`src/hw/rtl/assert_macros.svh`:
```
// assertion macros included by the quicksort block
`ifndef ASSERT_MACROS_SVH
`define ASSERT_MACROS_SVH

// same-cycle implication, checked on every rising clock edge out of reset
`define ASSERT_SAME(label, ante, cons, msg) \
   label: assert property (@(posedge clock) disable iff (reset) (ante) |-> (cons)) \
      else $error(msg);

// next-cycle implication
`define ASSERT_NEXT(label, ante, cons, msg) \
   label: assert property (@(posedge clock) disable iff (reset) (ante) |=> (cons)) \
      else $error(msg);

`endif

```
`src/hw/rtl/qsort_pkg.sv`:
```
// types, sizes and sequencer states of the quicksort block
package qsort_pkg;

   localparam int MAX_ITEMS   = 64;
   localparam int DATA_WIDTH  = 32;
   localparam int IDX_W       = $clog2(MAX_ITEMS);
   localparam int CNT_W       = $clog2(MAX_ITEMS + 1);
   localparam int STACK_PAIRS = 32;
   localparam int SPI_W       = $clog2(STACK_PAIRS);

   typedef logic signed [DATA_WIDTH-1:0] data_type;
   typedef logic [IDX_W-1:0]             idx_type;
   typedef logic [CNT_W-1:0]             cnt_type;
   typedef logic signed [IDX_W+1:0]      pos_type;
   typedef logic [SPI_W:0]               sp_type;
   typedef logic [SPI_W-1:0]             spi_type;

   typedef struct packed {
      idx_type lo;
      idx_type hi;
   } range_type;

   typedef enum logic [3:0] {
      ST_LOAD,
      ST_START,
      ST_POP,
      ST_RANGE,
      ST_PIVOT,
      ST_SCAN_J,
      ST_SCAN_I,
      ST_SWAP,
      ST_PART,
      ST_PUSH2,
      ST_EMIT_RD,
      ST_EMIT_LD,
      ST_EMIT_OUT
   } state_type;

   // zero-extend a store index into the signed scan position
   function automatic pos_type to_pos(idx_type v);
      return pos_type'({2'b00, v});
   endfunction

endpackage

```
`src/hw/rtl/quicksort_hoare_mid_pivot.sv`:
```
// quicksort block: load, hoare partition around the middle element, emit in order
//
//  channel | direction | ports                                   | beat
//  req     | in        | req_valid/ready, value, last_in         | one value to sort
//  rsp     | out       | rsp_valid/ready, sorted_value, last_out,| one sorted value
//          |           | overflowed                              |
//
// loading accepts one beat per cycle; req_ready is low from the last beat until the run is out.
// sorting shares the single store port: each scan step reads one item, each swap writes the
//   pair in ST_SCAN_I and ST_SWAP, and each partition runs ST_POP, ST_RANGE, ST_PIVOT, ST_PART.
// emission steps through ST_EMIT_RD, ST_EMIT_LD and ST_EMIT_OUT for each beat, waiting while rsp_ready is low.
// synchronous reset clears control state only; store and range stack need no clearing.
// capacity is 64 values; further beats are dropped and flag the run as overflowed.
`include "assert_macros.svh"

module quicksort_hoare_mid_pivot (
   input  logic                        clock,
   input  logic                        reset,
   input  logic                        req_valid,
   output logic                        req_ready,
   input  logic signed [qsort_pkg::DATA_WIDTH-1:0] req_value,
   input  logic                        req_last_in,
   output logic                        rsp_valid,
   input  logic                        rsp_ready,
   output logic signed [qsort_pkg::DATA_WIDTH-1:0] rsp_sorted_value,
   output logic                        rsp_last_out,
   output logic                        rsp_overflowed
);

   qsort_pkg::state_type state_ff, state_in;

   // control registers
   qsort_pkg::cnt_type count_ff, count_in;
   qsort_pkg::sp_type  sp_ff, sp_in;
   logic               ovf_ff, ovf_in;
   qsort_pkg::idx_type k_ff, k_in;
   logic               out_valid_ff, out_valid_in;

   // partition registers
   qsort_pkg::idx_type  lo_ff, lo_in, hi_ff, hi_in;
   qsort_pkg::pos_type  i_ff, i_in, j_ff, j_in;
   qsort_pkg::data_type piv_ff, piv_in, jval_ff, jval_in, out_data_ff, out_data_in;

   // item store
   qsort_pkg::data_type store [qsort_pkg::MAX_ITEMS];
   qsort_pkg::data_type st_rd_ff;
   logic                st_we;
   qsort_pkg::idx_type  st_waddr, st_raddr;
   qsort_pkg::data_type st_wdata;

   // range stack
   qsort_pkg::range_type stack [qsort_pkg::STACK_PAIRS];
   qsort_pkg::range_type stk_rd_ff;
   logic                 stk_we;
   qsort_pkg::spi_type   stk_waddr, stk_raddr;
   qsort_pkg::range_type stk_wdata;

   // shared decisions
   logic                accept_in, accept_out, out_last;
   logic                range_bad, j_go, i_go, i_le_j, swap_more;
   logic                has_a, has_b, a_bigger, push_ok;
   qsort_pkg::pos_type  lo_pos, hi_pos, i_inc, j_dec, size_a, size_b;
   logic [qsort_pkg::IDX_W:0] mid_sum;
   qsort_pkg::sp_type   sp_dec;
   qsort_pkg::cnt_type  n_last;

   assign accept_in  = req_valid && req_ready;
   assign accept_out = rsp_valid && rsp_ready;
   assign n_last     = count_ff - qsort_pkg::cnt_type'(1);
   assign out_last   = qsort_pkg::cnt_type'(k_ff) == n_last;

   assign lo_pos  = qsort_pkg::to_pos(lo_ff);
   assign hi_pos  = qsort_pkg::to_pos(hi_ff);
   assign i_inc   = i_ff + qsort_pkg::pos_type'(1);
   assign j_dec   = j_ff - qsort_pkg::pos_type'(1);
   assign mid_sum = {1'b0, stk_rd_ff.lo} + {1'b0, stk_rd_ff.hi};
   assign sp_dec  = sp_ff - qsort_pkg::sp_type'(1);

   assign range_bad = (qsort_pkg::cnt_type'(stk_rd_ff.lo) >= count_ff) ||
                      (qsort_pkg::cnt_type'(stk_rd_ff.hi) >= count_ff) ||
                      (stk_rd_ff.lo >= stk_rd_ff.hi);
   assign j_go      = (j_ff > lo_pos) && (st_rd_ff > piv_ff);
   assign i_go      = (i_ff < hi_pos) && (st_rd_ff < piv_ff);
   assign i_le_j    = i_ff <= j_ff;
   assign swap_more = i_inc <= j_dec;
   assign has_a     = lo_pos < j_ff;
   assign has_b     = i_ff < hi_pos;
   assign size_a    = j_ff - lo_pos;
   assign size_b    = hi_pos - i_ff;
   assign a_bigger  = size_a >= size_b;
   assign push_ok   = sp_ff < qsort_pkg::sp_type'(qsort_pkg::STACK_PAIRS);

   // next state
   always_comb begin
      state_in = state_ff;
      unique case (state_ff)
         qsort_pkg::ST_LOAD: begin
            if (accept_in && req_last_in) state_in = qsort_pkg::ST_START;
         end
         qsort_pkg::ST_START: begin
            priority if (count_ff == '0)                      state_in = qsort_pkg::ST_LOAD;
            else if (count_ff == qsort_pkg::cnt_type'(1))     state_in = qsort_pkg::ST_EMIT_RD;
            else                                              state_in = qsort_pkg::ST_POP;
         end
         qsort_pkg::ST_POP: begin
            state_in = (sp_ff == '0) ? qsort_pkg::ST_EMIT_RD : qsort_pkg::ST_RANGE;
         end
         qsort_pkg::ST_RANGE: begin
            state_in = range_bad ? qsort_pkg::ST_POP : qsort_pkg::ST_PIVOT;
         end
         qsort_pkg::ST_PIVOT: state_in = qsort_pkg::ST_SCAN_J;
         qsort_pkg::ST_SCAN_J: begin
            if (!j_go) state_in = qsort_pkg::ST_SCAN_I;
         end
         qsort_pkg::ST_SCAN_I: begin
            priority if (i_go) state_in = qsort_pkg::ST_SCAN_I;
            else if (i_le_j)   state_in = qsort_pkg::ST_SWAP;
            else               state_in = qsort_pkg::ST_PART;
         end
         qsort_pkg::ST_SWAP: begin
            state_in = swap_more ? qsort_pkg::ST_SCAN_J : qsort_pkg::ST_PART;
         end
         qsort_pkg::ST_PART: begin
            state_in = (has_a && has_b) ? qsort_pkg::ST_PUSH2 : qsort_pkg::ST_POP;
         end
         qsort_pkg::ST_PUSH2:   state_in = qsort_pkg::ST_POP;
         qsort_pkg::ST_EMIT_RD: state_in = qsort_pkg::ST_EMIT_LD;
         qsort_pkg::ST_EMIT_LD: state_in = qsort_pkg::ST_EMIT_OUT;
         qsort_pkg::ST_EMIT_OUT: begin
            if (accept_out) state_in = out_last ? qsort_pkg::ST_LOAD : qsort_pkg::ST_EMIT_RD;
         end
         default: state_in = qsort_pkg::ST_LOAD;
      endcase
   end

   // datapath and memory controls
   always_comb begin
      count_in     = count_ff;
      sp_in        = sp_ff;
      ovf_in       = ovf_ff;
      k_in         = k_ff;
      out_valid_in = out_valid_ff;
      lo_in        = lo_ff;
      hi_in        = hi_ff;
      i_in         = i_ff;
      j_in         = j_ff;
      piv_in       = piv_ff;
      jval_in      = jval_ff;
      out_data_in  = out_data_ff;
      st_we        = 1'b0;
      st_waddr     = count_ff[qsort_pkg::IDX_W-1:0];
      st_wdata     = req_value;
      st_raddr     = j_ff[qsort_pkg::IDX_W-1:0];
      stk_we       = 1'b0;
      stk_waddr    = sp_ff[qsort_pkg::SPI_W-1:0];
      stk_wdata    = '{lo: lo_ff, hi: hi_ff};
      stk_raddr    = sp_dec[qsort_pkg::SPI_W-1:0];
      unique case (state_ff)
         qsort_pkg::ST_LOAD: begin
            if (accept_in) begin
               if (count_ff < qsort_pkg::cnt_type'(qsort_pkg::MAX_ITEMS)) begin
                  st_we    = 1'b1;
                  count_in = count_ff + qsort_pkg::cnt_type'(1);
               end else begin
                  ovf_in = 1'b1;
               end
            end
         end
         qsort_pkg::ST_START: begin
            if (count_ff == '0) begin
               ovf_in = 1'b0;
               sp_in  = '0;
            end else if (count_ff != qsort_pkg::cnt_type'(1)) begin
               stk_we    = 1'b1;
               stk_wdata = '{lo: '0, hi: n_last[qsort_pkg::IDX_W-1:0]};
               sp_in     = sp_ff + qsort_pkg::sp_type'(1);
            end
         end
         qsort_pkg::ST_POP: begin
            if (sp_ff != '0) sp_in = sp_dec;
         end
         qsort_pkg::ST_RANGE: begin
            lo_in    = stk_rd_ff.lo;
            hi_in    = stk_rd_ff.hi;
            i_in     = qsort_pkg::to_pos(stk_rd_ff.lo);
            j_in     = qsort_pkg::to_pos(stk_rd_ff.hi);
            st_raddr = mid_sum[qsort_pkg::IDX_W:1];
         end
         qsort_pkg::ST_PIVOT: begin
            piv_in   = st_rd_ff;
            st_raddr = j_ff[qsort_pkg::IDX_W-1:0];
         end
         qsort_pkg::ST_SCAN_J: begin
            if (j_go) begin
               j_in     = j_dec;
               st_raddr = j_dec[qsort_pkg::IDX_W-1:0];
            end else begin
               jval_in  = st_rd_ff;
               st_raddr = i_ff[qsort_pkg::IDX_W-1:0];
            end
         end
         qsort_pkg::ST_SCAN_I: begin
            if (i_go) begin
               i_in     = i_inc;
               st_raddr = i_inc[qsort_pkg::IDX_W-1:0];
            end else if (i_le_j) begin
               st_we    = 1'b1;
               st_waddr = j_ff[qsort_pkg::IDX_W-1:0];
               st_wdata = st_rd_ff;
            end
         end
         qsort_pkg::ST_SWAP: begin
            st_we    = 1'b1;
            st_waddr = i_ff[qsort_pkg::IDX_W-1:0];
            st_wdata = jval_ff;
            i_in     = i_inc;
            j_in     = j_dec;
            st_raddr = j_dec[qsort_pkg::IDX_W-1:0];
         end
         qsort_pkg::ST_PART: begin
            // larger side goes first so the smaller one is popped next
            if (has_a && (!has_b || a_bigger)) begin
               stk_wdata = '{lo: lo_ff, hi: j_ff[qsort_pkg::IDX_W-1:0]};
            end else begin
               stk_wdata = '{lo: i_ff[qsort_pkg::IDX_W-1:0], hi: hi_ff};
            end
            if ((has_a || has_b) && push_ok) begin
               stk_we = 1'b1;
               sp_in  = sp_ff + qsort_pkg::sp_type'(1);
            end
         end
         qsort_pkg::ST_PUSH2: begin
            if (a_bigger) begin
               stk_wdata = '{lo: i_ff[qsort_pkg::IDX_W-1:0], hi: hi_ff};
            end else begin
               stk_wdata = '{lo: lo_ff, hi: j_ff[qsort_pkg::IDX_W-1:0]};
            end
            if (push_ok) begin
               stk_we = 1'b1;
               sp_in  = sp_ff + qsort_pkg::sp_type'(1);
            end
         end
         qsort_pkg::ST_EMIT_RD: begin
            st_raddr = k_ff;
         end
         qsort_pkg::ST_EMIT_LD: begin
            out_data_in  = st_rd_ff;
            out_valid_in = 1'b1;
         end
         qsort_pkg::ST_EMIT_OUT: begin
            if (accept_out) begin
               out_valid_in = 1'b0;
               if (out_last) begin
                  count_in = '0;
                  sp_in    = '0;
                  ovf_in   = 1'b0;
                  k_in     = '0;
               end else begin
                  k_in = k_ff + qsort_pkg::idx_type'(1);
               end
            end
         end
         default: ;
      endcase
   end

   // control registers
   always_ff @(posedge clock) begin
      if (reset) begin
         state_ff     <= qsort_pkg::ST_LOAD;
         count_ff     <= '0;
         sp_ff        <= '0;
         ovf_ff       <= 1'b0;
         k_ff         <= '0;
         out_valid_ff <= 1'b0;
      end else begin
         state_ff     <= state_in;
         count_ff     <= count_in;
         sp_ff        <= sp_in;
         ovf_ff       <= ovf_in;
         k_ff         <= k_in;
         out_valid_ff <= out_valid_in;
      end
   end

   // payload registers
   always_ff @(posedge clock) begin
      lo_ff       <= lo_in;
      hi_ff       <= hi_in;
      i_ff        <= i_in;
      j_ff        <= j_in;
      piv_ff      <= piv_in;
      jval_ff     <= jval_in;
      out_data_ff <= out_data_in;
   end

   // item store, one write and one registered read a cycle
   always_ff @(posedge clock) begin
      if (st_we) store[st_waddr] <= st_wdata;
      st_rd_ff <= store[st_raddr];
   end

   // range stack, one write and one registered read a cycle
   always_ff @(posedge clock) begin
      if (stk_we) stack[stk_waddr] <= stk_wdata;
      stk_rd_ff <= stack[stk_raddr];
   end

   // ports
   assign req_ready        = state_ff == qsort_pkg::ST_LOAD;
   assign rsp_valid        = out_valid_ff;
   assign rsp_sorted_value = out_data_ff;
   assign rsp_last_out     = out_last;
   assign rsp_overflowed   = ovf_ff;

   // checks
   `ASSERT_SAME(a_no_overlap, rsp_valid, !req_ready, "result pending while loading")
   `ASSERT_SAME(a_count_cap, 1'b1,
      count_ff <= qsort_pkg::cnt_type'(qsort_pkg::MAX_ITEMS), "item count past capacity")
   `ASSERT_SAME(a_scan_bounds, state_ff == qsort_pkg::ST_SCAN_I,
      (i_ff <= hi_pos) && (i_ff >= lo_pos), "scan index outside range")
   `ASSERT_NEXT(a_run_done, accept_out && rsp_last_out,
      req_ready && (count_ff == '0) && !ovf_ff, "run end did not clear")
   `ASSERT_SAME(a_stack_cap, 1'b1,
      sp_ff <= qsort_pkg::sp_type'(qsort_pkg::STACK_PAIRS), "range stack past depth")

endmodule
```
`config.mk`:
```
export PLATFORM = sky130hd
export DESIGN_NAME = quicksort_hoare_mid_pivot
export DESIGN_NICKNAME = d
export VERILOG_FILES = /design/src/hw/rtl/qsort_pkg.sv /design/src/hw/rtl/quicksort_hoare_mid_pivot.sv
export VERILOG_INCLUDE_DIRS = /design/src /design/src/hw/rtl
export SDC_FILE = /design/constraint.sdc
export NUM_CORES = 2
export LEC_CHECK = 0
export BUFFER_PORTS_ARGS = -buffer_cell sky130_fd_sc_hd__buf_2
export CAP_MARGIN = 20
export CORE_MARGIN = 8
export CORE_UTILIZATION = 30
export DETAILED_ROUTE_END_ITERATION = 12
export HOLD_SLACK_MARGIN = 0.02
export SYNTH_ARGS = -nofsm -noshare
export SYNTH_HDL_FRONTEND = slang
export SYNTH_SLANG_ARGS = --single-unit
```
`constraint.sdc`:
```
create_clock -name clock -period 7.8 [get_ports clock]
set_input_delay 1.56 -clock clock [delete_from_list [all_inputs] [get_ports clock]]
set_output_delay 1.56 -clock clock [all_outputs]
set_load 0.02 [all_outputs]
```
==> flow_summary.yaml <==
setup_path:
  start_kind: "flip-flop"
  r2r.worst_path.cells: 14
  worstSetupPathType: "flip-flop to flip-flop"
  cp.depth: 14
  worstPathCellList: "ha_1 > nand4_2 > nor2_1 > a221oi_2 > a21boi_2 > o311ai_4 > mux2i_1 > o32a_1 > nor2_1 > buf_4 > a22oi_1 > o21ai_0 > nor3_1 > a221oi_1"
  cp-end-kind: "flip-flop"
  slowest_stage: "nor2_1"
  crit_required_ns: 8.43
  reg2reg_to: "st_rd_ff[5]"
  max_stage_delay_ns: 0.95
  cp-startpoint: "st_rd_ff[31]"
  path_common_cell: "nor2_1"
  r2r_setup_slack_ns: 1.14
  critPathCapture: "st_rd_ff[5]"
  cp_num_buf_inv: 1
  r2r_start: "st_rd_ff[31]"
  cp.arrival_ns: 7.28
  cp_top_family: "compound AO/OA/AOI/OAI gates"
  crit_fanout: 11
routing:
  drc: 0
  drt_first_iter_violations: 8974
  vias: 67600
  wl_met1_um: 132000
  via_per_inst: 5.49
  top_layer: "met5"
  wl_per_cell_um: 27.2
  wl_met3_um: 32900
  dr_wl_met2_um: 152000
  ant_nets: 0
  firstDrtPassIters: 8
  drt-total-wl_um: 335000
power:
  p_sw_share_pct: 21.6
  intPower_w: 0.0236
  clkPwrFrac_pct: 42.9
  pwr-share-comb_pct: 4.8
  p_total_w: 0.0301
  pwr-share-seq_pct: 52.3
  switchingPower_w: 0.00651
  leakage_nw: 40.3
  ir_worst_vdd_v: 0.000199
  powerDensity_nw_per_um2: 243
timing:
  period_share_pct: 85.3
  rsz0062_at_grt: "no"
  worst_slew_pin_slew_ns: 1.22
  slew_viol_final: 0
  fin_setup_tns_ns: 0
  finalHoldViolations: 0
  fin_crit_ns: 6.66
  clock_skew_ns: 0.0991
  clock.fmax_mhz: 150
  setup_viol: 0
  slew_headroom_pct: 18.5
worst_hold_path:
  hold_class: "flip-flop to flip-flop"
  hold_depth: 0
placed_design:
  place.gp.congestion: 0.924
  hpwl_um: 201000
  dpl_cell_area_um2: 115000
  placed_cells: 11800
  io_buffers: 72
synth:
  synth_top_family_by_area: "simple AND/OR/NAND/NOR gates"
  synthXorXnorAreaFrac_pct: 0.368
  synthTopCellsByCount: "edfxtp_1, nand2_1, nand3_1"
  synth_adder_area_share_pct: 1.26
  synth-simple-area-share_pct: 9.51
  synth_top_cell_area_share_pct: 71.6
  synth_nets: 7286
  syn_area_per_cell_um2: 15.0
  async_flop_share_pct: 0
  synthTopCellsByArea: "edfxtp_1, nand2_1, mux4_2"
  netlist_area_um2: 107000
  synth_edf_count: 2556
  synth.area.mux_share_pct: 5.49
  synth-seq-area-share_pct: 72.9
  yosys.area.top_type: "edfxtp_1"
  ys_ff_latch: 2625
  netlist_instances: 7143
  synth_compound_area_share_pct: 8.00
  synth_flop_cell: "edfxtp_1"
  synthDistinctLibCells: 99
  yosysWarnings: 0
  synth_most_common_cell: "edfxtp_1"
floorplan:
  fp.coreArea_um2: 356000
  die_h_um: 614
  die_area_um2: 377000
  initial_core_util_pct: 30.1
  rows: 219
  ios: 73
  dieWidth_um: 614
clock_network:
  clk_path_buf_depth: 4
  cts_sinks: 2625
  h-tree-depth: 5
  cts_inserted_buffers: 272
  tritoncts: "built"
  clk_pin_slew_ns: 0.06
  cts-root-buf: "clkbuf_16"
  ctsHoldBuffers: 0
  ctsResizeCount: 0
  post_cts_buffers: 0
  worstSkewPairLatency_ns: 0.87
finish:
  nets: 7495
  fin_util_pct: 34.9
  instances_no_fill: 12300
  area_growth_pct: 15.9
  final_area_um2: 124000
  drive_gt1_share_pct: 15.7
global_route:
  grt_overflow: 0
  grt.total_usage_pct: 17.0
  antenna_found_initial: 21
  grt_pass1_vias: 65200
  grt_max_degree: 113
  grt_pass1_wl_um: 475000
job:
  drv_cap: 0
outcome:
  status: "finished, final reports clean"
[power by group through the flow]
stage / registers [W] / logic, W / clock network, W
after detailed placement: 0.0161 / 0.00142 / 0
after global routing: 0.0158 / 0.00153 / 0.0136
after global placement: 0.0161 / 0.00137 / 0
after CTS: 0.0158 / 0.00143 / 0.0131
after floorplan: 0.0161 / 0.000785 / 0
final: 0.0158 / 0.00144 / 0.0129
[worst min-delay path by stage]
stage	startpoint	to	slack [ns]
6_report	st_rd_ff[5]	rsp_sorted_value[5]	0.50
3_5_place_dp	st_rd_ff[14]	jval_ff[14]	0.51
2_1_floorplan	stk_rd_ff[6]	lo_ff[0]	0.46
3_3_place_gp	st_rd_ff[11]	piv_ff[11]	0.49
4_1_cts	st_rd_ff[5]	rsp_sorted_value[5]	0.51
5_1_grt	st_rd_ff[5]	rsp_sorted_value[5]	0.53
[cell type report]
type	instances	area, um^2
Inverter	96	360
Tap cell	4751	5940
Fill cell	33700	231000
Timing Repair Buffer	409	3550
Antenna cell	9	22.5
Clock inverter	138	1460
Clock buffer	341	7280
Sequential cell	2625	78100
Multi-Input combinational cell	3948	27500
[stage by stage]
stage	hold slack, ns	setup WS, ns
4_1_cts	0.512	1.03
3_3_place_gp	0.493	1.09
2_1_floorplan	0.456	1.12
5_1_grt	0.530	1.18
3_5_place_dp	0.508	1.04
6_report	0.500	1.14
[worst reg2reg max path, cell delays in order, from the launching register on]
cell,delay [ns]
dfxtp_1,0.73
ha_1,0.46
nand4_2,0.19
nor2_1,0.08
a221oi_2,0.36
a21boi_2,0.18
o311ai_4,0.65
mux2i_1,0.26
o32a_1,0.62
nor2_1,0.96
buf_4,0.31
a22oi_1,0.07
o21ai_0,0.38
nor3_1,0.27
a221oi_1,0.92
[cell families (layout without fill, tap and decap cells)]
logic type / count (synthesis) / count (layout)
DFF: 2625 / 2625
and+or+nand+nor: 2311 / 2311
AOI/OAI and AO/OA: 1168 / 1168
buffers and inverters: 570 / 984
muxes: 318 / 318
adders and majority gates: 106 / 106
xor gates and xnor gates: 45 / 45
other: 0 / 9
[cell usage in the layout (no fill, tap or decap), types with 92 or more instances in the layout]
cell type and n:
edfxtp_1 2556, nor2_1 147, o21ai_0 92, and3_1 216, nand2_1 1290, ha_1 102, inv_1 94, a211oi_1 161
mux2i_1 92, nand3_1 427, a21oi_1 141, a22oi_1 109, a31oi_1 131, clkbuf_16 280, a311oi_1 149, mux4_2 211
buf_4 279
[flip-flops by register name, summed over array words and instances, names as in the netlist, 4 cells and up]
| register | cells |
|---|---|
| count_ff | 7 |
| hi_ff | 6 |
| i_ff | 8 |
| j_ff | 8 |
| jval_ff | 32 |
| k_ff | 6 |
| lo_ff | 6 |
| piv_ff | 32 |
| rsp_sorted_value | 32 |
| sp_ff | 6 |
| st_rd_ff | 32 |
| stack | 384 |
| state_ff | 4 |
| stk_rd_ff | 12 |
| store | 2048 |
[metal layers]
metal  up-vias  GRT usage, %
li1      28300             -
met1     34800          22.8
met2      3808          26.7
met3       729          3.41
met4        12          7.94
met5         -             0
Power figures use the tool's default switching activity.
